File: config.mk
export PLATFORM = sky130hd
export DESIGN_NAME = jk_flipflop_keystream_cipher
export DESIGN_NICKNAME = d
export VERILOG_FILES = /design/src/hdl/jkkc_pkg.sv /design/src/hdl/jk_flipflop_keystream_cipher.sv
export VERILOG_INCLUDE_DIRS = /design/src /design/src/hdl
export SDC_FILE = /design/constraint.sdc
export NUM_CORES = 1
export LEC_CHECK = 0
export BUFFER_PORTS_ARGS = -buffer_cell sky130_fd_sc_hd__clkbuf_2
export CORE_UTILIZATION = 40
export DETAILED_ROUTE_END_ITERATION = 12
export GPL_ROUTABILITY_DRIVEN = 0
export SKIP_CTS_REPAIR_TIMING = 1
export SLEW_MARGIN = 20
export SYNTH_ARGS = -nofsm -noshare
export SYNTH_HDL_FRONTEND = slang
export SYNTH_SLANG_ARGS = --single-unit
File: constraint.sdc
create_clock -name clk -period 3.72 [get_ports clk]
set_input_delay 0.186 -clock clk [delete_from_list [all_inputs] [get_ports clk]]
set_output_delay 0.186 -clock clk [all_outputs]
set_load 0.02 [all_outputs]
File: src/hdl/assert_macros.svh
// Assertion macros shared by the keystream cipher RTL.
`ifndef ASSERT_MACROS_SVH
`define ASSERT_MACROS_SVH
`ifndef SYNTHESIS
// Checked at every clock edge except while reset is high.
`define JKKC_ASSERT(label, clk, rst, prop, msg) \
  label: assert property (@(posedge clk) disable iff (rst) prop) else $error(msg);
// Checked at every clock edge, reset included.
`define JKKC_ASSERT_ALWAYS(label, clk, prop, msg) \
  label: assert property (@(posedge clk) prop) else $error(msg);
`else
`define JKKC_ASSERT(label, clk, rst, prop, msg)
`define JKKC_ASSERT_ALWAYS(label, clk, prop, msg)
`endif
`endif

File: src/hdl/jkkc_pkg.sv
// Package with widths, seeds and the keystream byte function of the JK keystream cipher.
package jkkc_pkg;

  localparam int unsigned TAP_W  = 4;
  localparam int unsigned BYTE_W = 8;

  localparam logic [TAP_W-1:0] SEED_FIRST  = 4'hC;
  localparam logic [TAP_W-1:0] SEED_SECOND = 4'h9;

  // Generator state carried from byte to byte.
  typedef struct packed {
    logic [TAP_W-1:0] first;
    logic [TAP_W-1:0] second;
    logic             flop;
  } gen_state_t;

  // Keystream byte together with the state it leaves behind.
  typedef struct packed {
    logic [BYTE_W-1:0] ks;
    gen_state_t        state;
  } ks_result_t;

  // Run eight bit steps of both LFSRs and the JK flop, first bit on the MSB.
  function automatic ks_result_t ks_byte(gen_state_t st, logic [TAP_W-1:0] taps);
    ks_result_t       res;
    logic [TAP_W-1:0] f;
    logic [TAP_W-1:0] s;
    logic             q;
    logic             j;
    logic             k;
    f = st.first;
    s = st.second;
    q = st.flop;
    res.ks = '0;
    for (int b = 0; b < BYTE_W; b++) begin
      j = f[0];
      k = s[0];
      f = {^(f & taps), f[TAP_W-1:1]};
      s = {^(s & taps), s[TAP_W-1:1]};
      case ({j, k})
        2'b11:   q = ~q;
        2'b10:   q = 1'b1;
        2'b01:   q = 1'b0;
        default: q = q;
      endcase
      res.ks[BYTE_W-1-b] = q;
    end
    res.state.first  = f;
    res.state.second = s;
    res.state.flop   = q;
    return res;
  endfunction

endpackage

File: src/hdl/jk_flipflop_keystream_cipher.sv
// JK flip-flop keystream cipher: input register, keystream byte logic and result register.
// The block takes one data byte per clock while data_stall is low and returns it XORed
// with eight keystream bits from two 4-bit LFSRs driving a JK flop, first bit on the MSB.
// An accepted transaction waits in the input register and moves into the result register
// once that is free; the sustained rate is one byte per cycle while the result channel
// does not stall, set by the single register stage that runs all eight bit steps of the
// LFSRs and the flop at once and updates the generator state in the same cycle. A set
// message_start bit reloads the seeds and clears the flop before its byte. The feedback
// taps are written through the configuration channel, which is always ready.
`include "assert_macros.svh"

module jk_flipflop_keystream_cipher (
  input  logic                        clk,
  input  logic                        rst,
  // Configuration channel
  input  logic                        cfg_valid,
  output logic                        cfg_ready,
  input  logic [jkkc_pkg::TAP_W-1:0]  cfg_data,
  // Input channel
  input  logic                        data_valid,
  output logic                        data_stall,
  input  logic [jkkc_pkg::BYTE_W-1:0] data_byte,
  input  logic                        message_start,
  // Result channel
  output logic                        result_valid,
  input  logic                        result_stall,
  output logic [jkkc_pkg::BYTE_W-1:0] result_byte
);

  logic [jkkc_pkg::TAP_W-1:0]  feedback_taps;
  logic                        in_valid;
  logic [jkkc_pkg::BYTE_W-1:0] in_byte;
  logic                        in_start;
  jkkc_pkg::gen_state_t        gen_state;
  jkkc_pkg::gen_state_t        gen_base;
  jkkc_pkg::ks_result_t        ks_res;
  logic                        out_free;
  logic                        advance;
  logic                        accept;

  // Flow control: the input register moves on when the result register is free.
  assign cfg_ready  = 1'b1;
  assign out_free   = !result_valid || !result_stall;
  assign advance    = in_valid && out_free;
  assign data_stall = in_valid && !out_free;
  assign accept     = data_valid && !data_stall;

  // Tap register, written by a configuration transaction.
  always_ff @(posedge clk) begin
    if (rst) begin
      feedback_taps <= '0;
    end else if (cfg_valid && cfg_ready) begin
      feedback_taps <= cfg_data;
    end
  end

  // Input register.
  always_ff @(posedge clk) begin
    if (rst) begin
      in_valid <= 1'b0;
    end else if (accept) begin
      in_valid <= 1'b1;
    end else if (advance) begin
      in_valid <= 1'b0;
    end
  end

  always_ff @(posedge clk) begin
    if (accept) begin
      in_byte  <= data_byte;
      in_start <= message_start;
    end
  end

  // Keystream logic, starting from the seeds when a message begins.
  always_comb begin
    if (in_start) begin
      gen_base.first  = jkkc_pkg::SEED_FIRST;
      gen_base.second = jkkc_pkg::SEED_SECOND;
      gen_base.flop   = 1'b0;
    end else begin
      gen_base = gen_state;
    end
    ks_res = jkkc_pkg::ks_byte(gen_base, feedback_taps);
  end

  // Generator state, updated once per byte.
  always_ff @(posedge clk) begin
    if (rst) begin
      gen_state.first  <= jkkc_pkg::SEED_FIRST;
      gen_state.second <= jkkc_pkg::SEED_SECOND;
      gen_state.flop   <= 1'b0;
    end else if (advance) begin
      gen_state <= ks_res.state;
    end
  end

  // Result register.
  always_ff @(posedge clk) begin
    if (rst) begin
      result_valid <= 1'b0;
    end else if (advance) begin
      result_valid <= 1'b1;
    end else if (!result_stall) begin
      result_valid <= 1'b0;
    end
  end

  always_ff @(posedge clk) begin
    if (advance) begin
      result_byte <= in_byte ^ ks_res.ks;
    end
  end

  // Checks on the internal pipeline and state.
  `JKKC_ASSERT_ALWAYS(a_reset_seeds, clk, rst |=> (gen_state.first == jkkc_pkg::SEED_FIRST && gen_state.second == jkkc_pkg::SEED_SECOND && !gen_state.flop), "generator state not at seeds after reset")
  `JKKC_ASSERT(a_advance_result, clk, rst, advance |=> result_valid, "advanced transaction did not reach the result register")
  `JKKC_ASSERT(a_stall_full, clk, rst, data_stall |-> (in_valid && result_valid), "input stalled without a full pipeline")
  `JKKC_ASSERT(a_taps_hold, clk, rst, !cfg_valid |=> $stable(feedback_taps), "feedback taps changed without a write")
  `JKKC_ASSERT(a_state_hold, clk, rst, !advance |=> $stable(gen_state), "generator state changed without a byte")

endmodule
* Word level (Yosys, flattened, before mapping)
Cells that the tools add are included.
** Operators by class
- Eq/ne operators :: 25
- Muxes and demuxes :: 13
- Bitwise logic cells :: 25
- Reduce and logical (&&, ||, !) cells :: 25
** Operators with widths (number)
- $and 4x4->4 :: 16
- $reduce_xor 4->1 :: 16
- $eq 2x2->1 const B :: 16
- $pmux 1 s3 :: 8
- $eq 2x1->1 const B :: 8
- $mux 9 :: 1
- $not 1->1 :: 8
- $xor 8x8->8 :: 1
- $logic_not 1->1 :: 4
- $mux 1 :: 4
- $logic_and 1x1->1 :: 3
- $ne 2x1->1 const B :: 1
- $reduce_bool 2->1 :: 1
- $logic_or 1x1->1 :: 1
** Storage, ports and cells
- Register bits :: 32
- Output and inout bits :: 11
- Input bits :: 18
- Logic and storage cells :: 97

* Longest topological paths before layout
Gate-level depths: netlist of the first run.
- Depth after elaboration :: 18
- Mapped depth :: 15
- Depth with buffers taken out :: 13

* Worst setup path after synthesis of the first run
Ideal clock, no wire load.
- Kind :: reg2reg
- Start :: register gen_state[6] (netlist name)
- End :: register gen_state[8] (netlist name)
- Clock period less this slack :: 3.814 ns
- Arrival :: 3.675 ns
- Path slack :: -0.094 ns
- Required time :: 3.581 ns
- Stages on the path, launching flop included :: 15
- Library setup time :: 0.139 ns
- Cells stage by stage :: dfxtp_1 and2_1 buf_4 xnor2_1 mux2_2 o22a_4 a211oi_2 nor3b_2 a222oi_1 nand4b_2 xor2_1 xnor3_1 or3_1 a311oi_1 a311oi_2
** Between the ends
- Longest elaborated chain between the ends :: 17
** RTL lines
- start: declaration :: RTL line jk_flipflop_keystream_cipher.sv:34 : jkkc_pkg::gen_state_t gen_state;
- start signal: assignment :: RTL line jk_flipflop_keystream_cipher.sv:94 : gen_state <= ks_res.state;
- $mux 9 * :: RTL line jk_flipflop_keystream_cipher.sv:77 : if (in_start) begin
- $and 4x4->4 :: RTL line jkkc_pkg.sv:38 : f = {^(f & taps), f[TAP_W-1:1]};
- $reduce_xor 4->1 :: RTL line jkkc_pkg.sv:38
- $and 4x4->4 :: RTL line jkkc_pkg.sv:38
- $reduce_xor 4->1 :: RTL line jkkc_pkg.sv:38
- $and 4x4->4 :: RTL line jkkc_pkg.sv:38
- $reduce_xor 4->1 :: RTL line jkkc_pkg.sv:38
- $and 4x4->4 :: RTL line jkkc_pkg.sv:38
- $reduce_xor 4->1 :: RTL line jkkc_pkg.sv:38
- $and 4x4->4 :: RTL line jkkc_pkg.sv:38
- $reduce_xor 4->1 :: RTL line jkkc_pkg.sv:38
- $and 4x4->4 :: RTL line jkkc_pkg.sv:38
- $reduce_xor 4->1 :: RTL line jkkc_pkg.sv:38
- $and 4x4->4 :: RTL line jkkc_pkg.sv:38
- $reduce_xor 4->1 :: RTL line jkkc_pkg.sv:38
- $and 4x4->4 * :: RTL line jkkc_pkg.sv:38
- $reduce_xor 4->1 * :: RTL line jkkc_pkg.sv:38
Every way passes the cells marked *; elsewhere a longest branch is shown, timed or not.
A chain may end at the register's enable or synchronous reset.

* Worst setup path after layout of the first run
- Start :: register gen_state[5] (netlist name)
- End :: register gen_state[8] (netlist name)
** Between the ends
- Longest elaborated chain between the ends :: 17
** RTL lines (RTL line)
- $mux 9 * :: jk_flipflop_keystream_cipher.sv:77
- $and 4x4->4 * :: jkkc_pkg.sv:38
- $reduce_xor 4->1 * :: jkkc_pkg.sv:38
- $and 4x4->4 :: jkkc_pkg.sv:38
- $reduce_xor 4->1 :: jkkc_pkg.sv:38
- $and 4x4->4 :: jkkc_pkg.sv:38
- $reduce_xor 4->1 :: jkkc_pkg.sv:38
- $and 4x4->4 :: jkkc_pkg.sv:38
- $reduce_xor 4->1 :: jkkc_pkg.sv:38
- $and 4x4->4 :: jkkc_pkg.sv:38
- $reduce_xor 4->1 :: jkkc_pkg.sv:38
- $and 4x4->4 :: jkkc_pkg.sv:38
- $reduce_xor 4->1 :: jkkc_pkg.sv:38
- $and 4x4->4 :: jkkc_pkg.sv:38
- $reduce_xor 4->1 :: jkkc_pkg.sv:38
- $and 4x4->4 * :: jkkc_pkg.sv:38
- $reduce_xor 4->1 * :: jkkc_pkg.sv:38
Marked as above.

==> impl_metrics.yaml, run 1 <==
outcome:
  run_status: "completed"
synth:
  synth_cells: 385
  synth_cell_types: 67
  synthesis.area_um2: 3100
  synth-edff-count: 17
  yosys_warnings: 0
  synthesis.nets: 403
  async_flop_share: 0
  postSynth.topFlopCell: "edfxtp_1"
  syn_area_per_cell_um2: 8.05
  ys_ff_latch: 32
  yosysSeqAreaShare: 0.262
grt:
  grt_pass1_wl_um: 14500
  antenna_found_initial: 0
  grt_pass1_vias: 2817
  grt_max_degree: 23
  grt_usage: 0.227
  grt_overflow: 0
floorplanning:
  core_area_um2: 7370
  die_w_um: 90.0
  die_y_um: 90.0
  initial_core_util: 0.420
  rows: 31
  dieArea_um2: 8100
  ios: 29
timing:
  period_share: 0.980
  finalSetupViolCount: 0
  setup_tns_ns: 0
  holdWs_ns: 0.0702
  slew_headroom: 0.427
  rsz0062_at_grt: "true"
  maxSlewViolCount: 0
  finalHoldViolations: 0
  fin_crit_ns: 3.65
  fmax_ghz: 0.274
  worst_slack_ns: 0.0730
  fin_skew_ns: 0.00837
  worst_pin_slew_ns: 0.858
setup_path:
  crit_arrival_ns: 3.85
  cp-end-kind: "register"
  required_ns: 3.92
  crit_fanout: 4
  critPathKind: "reg -> reg"
  start_kind: "register"
routing:
  drc: 0
  drtAntennaViolNets: 0
  drt_iter0_markers: 236
  wirelength_um: 9480
  drtPass1Iterations: 5
  num_vias: 3159
  via_per_inst: 5.79
  wire_per_inst_um: 17.4
power_and_ir_drop:
  p_comb_frac: 0.455
  power.share.clock: 0.216
  peakVddDrop_mv: 0.242
  power.leakage_uw: 0.00158
  p_per_area_nw_per_um2: 331
  p_sw_uw: 486
  p_sw_frac: 0.370
  p_seq_frac: 0.329
  p_int_uw: 828
layout:
  seq_area_um2: 821
  mostFrequentLayoutCells: "53 x nand2_1, 50 x buf_4, 41 x nor2_1"
  nNetsFinal: 464
  final_common_cell: "nand2_1"
  multi_input_area_um2: 2320
  syn2layout_area_growth_pct: 28.2
  drive_gt1_frac: 0.306
  num_antenna_cells: 0
  fillerInstances: 712
  utilization: 0.539
  fin_area_um2: 3970
placement:
  numPortBuffers: 27
  place_area_um2: 3610
  hpwl_um: 6790
  dp_slack_ns: 0.0270
worst_hold_path:
  hold_path_class: "in -> reg"
cts:
  cts_buffers: 5
  cts_num_sinks: 32
  clkSlewWorstSetupHoldPaths_ns: 0.07
  ctsLongestPathBuffers: 2
  cts_tree: "yes"
  root_buffer: "clkbuf_8"
  htreeDepth: 2
  clk_latency_ns: 0.29
job:
  max_cap_viol_count: 0
cells by family after synthesis:
kind of cell / share of synthesized area
other: 0.00121
and+or+nand+nor: 0.233
xor gates and xnor gates: 0.167
muxes: 0.0529
buffers and inverters: 0.0533
DFF: 0.262
AOI/OAI and AO/OA: 0.231
flip-flops by register name, summed over array words and instances, names as in the netlist:
register       cells
gen_state          9
in_byte            8
result_byte        8
feedback_taps      4
in_start           1
in_valid           1
result_valid       1
per-layer routing:
metal	part of all wire	up-vias	GRT usage
li1	-	1512	-
met1	0.48	1523	0.331
met2	0.46	106	0.344
met3	0.051	18	0.0398
met4	0.016	0	0.0591
met5	0	-	0
worst paths after layout:
check | start | endpoint | slack (ns) | depth (start not counted)
hold reg to reg | in_valid$_SDFFE_PP0P_ | result_valid$_SDFFE_PP0P_ | 0.49 | 2
setup reg to reg | gen_state[5]$_SDFFE_PP0P_ | gen_state[8]$_SDFFE_PP1P_ | 0.07 | 13
hold / removal | data_byte[6] | in_byte[6]$_DFFE_PP_ | 0.07 | 1
setup / recovery | gen_state[5]$_SDFFE_PP0P_ | gen_state[8]$_SDFFE_PP1P_ | 0.07 | 13
critical path: stages (launching register included):
cell and delay (ns):
dfxtp_2 0.33, and2_4 0.18, xnor2_4 0.21, mux2_4 0.32
o22a_4 0.27, a31oi_4 0.17, nor3b_4 0.26, mux2i_1 0.13
or3b_1 0.39, a21oi_2 0.17, xnor3_1 0.43, or3_4 0.35
and2_4 0.15, a311oi_2 0.21
cells in the mapped netlist, types with 5 or more instances:
cell / count / area [µm²]
dfxtp_1: 15 / 300
o21ai_0: 18 / 90.1
o22ai_1: 5 / 31.3
clkbuf_1: 16 / 60.1
nand2_1: 56 / 210
xor2_1: 14 / 123
xnor2_1: 25 / 219
nand3_1: 10 / 50.1
nor2_1: 41 / 154
nor3_1: 7 / 35.0
a31oi_1: 5 / 31.3
xnor3_1: 6 / 135
o211ai_1: 5 / 37.5
or3_1: 5 / 31.3
a21oi_1: 19 / 95.1
mux2i_1: 13 / 130
buf_2: 6 / 30.0
and2_1: 8 / 50.1
edfxtp_1: 17 / 510
inv_1: 11 / 41.3
per-stage QoR:
stage | cells | total power [µW]
global route | 546 | 1380
detailed placement | 529 | 975
floorplan | 385 | 796
global placement | 529 | 966
finish | 546 | 1310
CTS | 537 | 1250
cell type report:
type                       instances  area share
multi-input combinational        315       0.583
sequential                        32       0.207
timing repair buffer              81       0.144
tap                               99      0.0312
clock buffer                       6      0.0208
inverter                          11      0.0113
clock inverter                     2     0.00252
power by group through the flow:
stage	logic (µW)	registers (µW)	clock network, µW
6_report	597	432	284
3_5_place_dp	537	438	0
3_3_place_gp	528	437	0
4_1_cts	539	431	284
5_1_grt	645	435	303
2_1_floorplan	357	439	0
Note: power is estimated with default switching activity, not from simulation.
==> run 2, diff against run 1 <==
Settings changed: SETUP_SLACK_MARGIN set to 0.1.
==> impl_metrics.yaml, run 2 (same netlist as run 1, synthesis figures left out) <==
timing:
  period_share: 0.981
  maxSlewViolCount: 0
  finalHoldViolations: 0
  fin_crit_ns: 3.65
  worst_slack_ns: 0.0714
  holdWs_ns: 0.0763
  fmax_ghz: 0.274
  finalSetupViolCount: 0
  worst_pin_slew_ns: 0.838
  rsz0062_at_grt: "true"
  fin_skew_ns: 0.00740
  slew_headroom: 0.440
layout:
  fillerInstances: 676
  largest_reg_flops: 9
  fin_area_um2: 4210
  final_common_cell: "buf_4"
  syn2layout_area_growth_pct: 35.8
  num_antenna_cells: 0
  nNetsFinal: 481
  utilization: 0.571
  largestRegisters: "gen_state (9), in_byte (8), result_byte (8)"
  finalNonFillerCells: 563
  drive_gt1_frac: 0.362
  top_register: "gen_state"
  mostFrequentLayoutCells: "61 x buf_4, 54 x nand2_1, 39 x nor2_1"
power_and_ir_drop:
  p_sw_frac: 0.350
  peakVddDrop_mv: 0.222
  p_sw_uw: 480
  power.share.clock: 0.210
  p_comb_frac: 0.476
  p_seq_frac: 0.314
  p_per_area_nw_per_um2: 326
  power.leakage_uw: 0.00170
  p_int_uw: 893
grt:
  grt_usage: 0.226
  grt_overflow: 0
  grt_pass1_vias: 2962
  grt_max_degree: 21
  antenna_found_initial: 0
  grt_pass1_wl_um: 14800
routing:
  via_per_inst: 5.61
  wire_per_inst_um: 16.8
  drtPass1Iterations: 5
  drc: 0
  num_vias: 3156
  drtAntennaViolNets: 0
  drt_iter0_markers: 217
  wirelength_um: 9440
cts:
  cts_num_sinks: 32
  root_buffer: "clkbuf_8"
  ctsLongestPathBuffers: 2
  clk_latency_ns: 0.28
  cts_buffers: 5
  cts_tree: "yes"
  htreeDepth: 2
  clkSlewWorstSetupHoldPaths_ns: 0.07
setup_path:
  cp-end-kind: "register"
  required_ns: 3.90
  crit_fanout: 4
  critPathKind: "reg -> reg"
  r2r_start: "feedback_taps[1]$_SDFFE_PP0P_"
  ff2ff_path_depth: 13
  crit_buf_inv: 0
  slowest_stage: "xnor3_1"
  crit_chain: "and2_4, xnor2_4, mux2_2, o22a_4, a211oi_4, nor3b_4, a222oi_1, nand4b_2, xor2_2, xnor3_1, or3_4, and2_1, a311oi_2"
  start_kind: "register"
  crit_arrival_ns: 3.83
  setup.reg_to_reg.worst_slack_ns: 0.07
  reg2reg_to: "gen_state[8]$_SDFFE_PP1P_"
  slowest_delay_ns: 0.42
  crit_family: "compound AO/OA/AOI/OAI gates"
outcome:
  run_status: "completed"
worst_hold_path:
  whs_path_depth: 1
  hold_path_class: "in -> reg"
  hold_end: "in_byte[4]$_DFFE_PP_"
  min_from: "data_byte[4]"
floorplanning:
  die_w_um: 90.0
  rows: 31
  dieArea_um2: 8100
  ios: 29
  die_y_um: 90.0
  core_area_um2: 7370
  initial_core_util: 0.420
placement:
  dp_cells: 534
  hpwl_um: 6850
  dp_slack_ns: -0.00469
  numPortBuffers: 27
  place_area_um2: 3630
job:
  max_cap_viol_count: 0
run 2: area by class of cell:
cell class / count / area [µm²] / area share
Multi-Input combinational cell: 315 / 2400 / 0.571
Sequential cell: 32 / 821 / 0.195
Timing Repair Buffer: 98 / 718 / 0.171
Tap cell: 99 / 124 / 0.0294
Clock buffer: 8 / 100 / 0.0238
Inverter: 11 / 41.3 / 0.00981
run 2: layer usage:
layer  vias up  track usage  wire [µm]
li1       1540            -          -
met1      1508        0.316       4310
met2        98        0.377       4620
met3        10       0.0262        418
met4         0       0.0417         99
met5         -            0          0
run 2: power by group through the flow:
stage	sequential [µW]	clock, µW	combinational, µW
final	431	288	654
after global routing	435	312	707
after CTS	429	292	547
after detailed placement	437	0	544
after global placement	437	0	536
after floorplan	439	0	356
run 2: through the flow:
| step | total power (µW) | setup TNS (ns) |
|---|---|---|
| global route | 1450 | -0.0962 |
| global placement | 972 | 0 |
| CTS | 1270 | -0.0375 |
| floorplan | 795 | 0 |
| detailed placement | 981 | -0.00469 |
| finish | 1370 | 0 |
run 2: how the worst max path moves through the flow:
stage | from | end | slack (ns) | depth (start not counted)
after global routing | feedback_taps[0]$_SDFFE_PP0P_ | gen_state[8]$_SDFFE_PP1P_ | -0.1 | 16
after floorplan | gen_state[6]$_SDFFE_PP0P_ | gen_state[8]$_SDFFE_PP1P_ | 0.12 | 14
final | feedback_taps[1]$_SDFFE_PP0P_ | gen_state[8]$_SDFFE_PP1P_ | 0.07 | 13
after global placement | gen_state[5]$_SDFFE_PP0P_ | gen_state[8]$_SDFFE_PP1P_ | 0.09 | 13
after detailed placement | gen_state[5]$_SDFFE_PP0P_ | gen_state[8]$_SDFFE_PP1P_ | -0.005 | 13
after CTS | gen_state[5]$_SDFFE_PP0P_ | gen_state[8]$_SDFFE_PP1P_ | -0.03 | 13
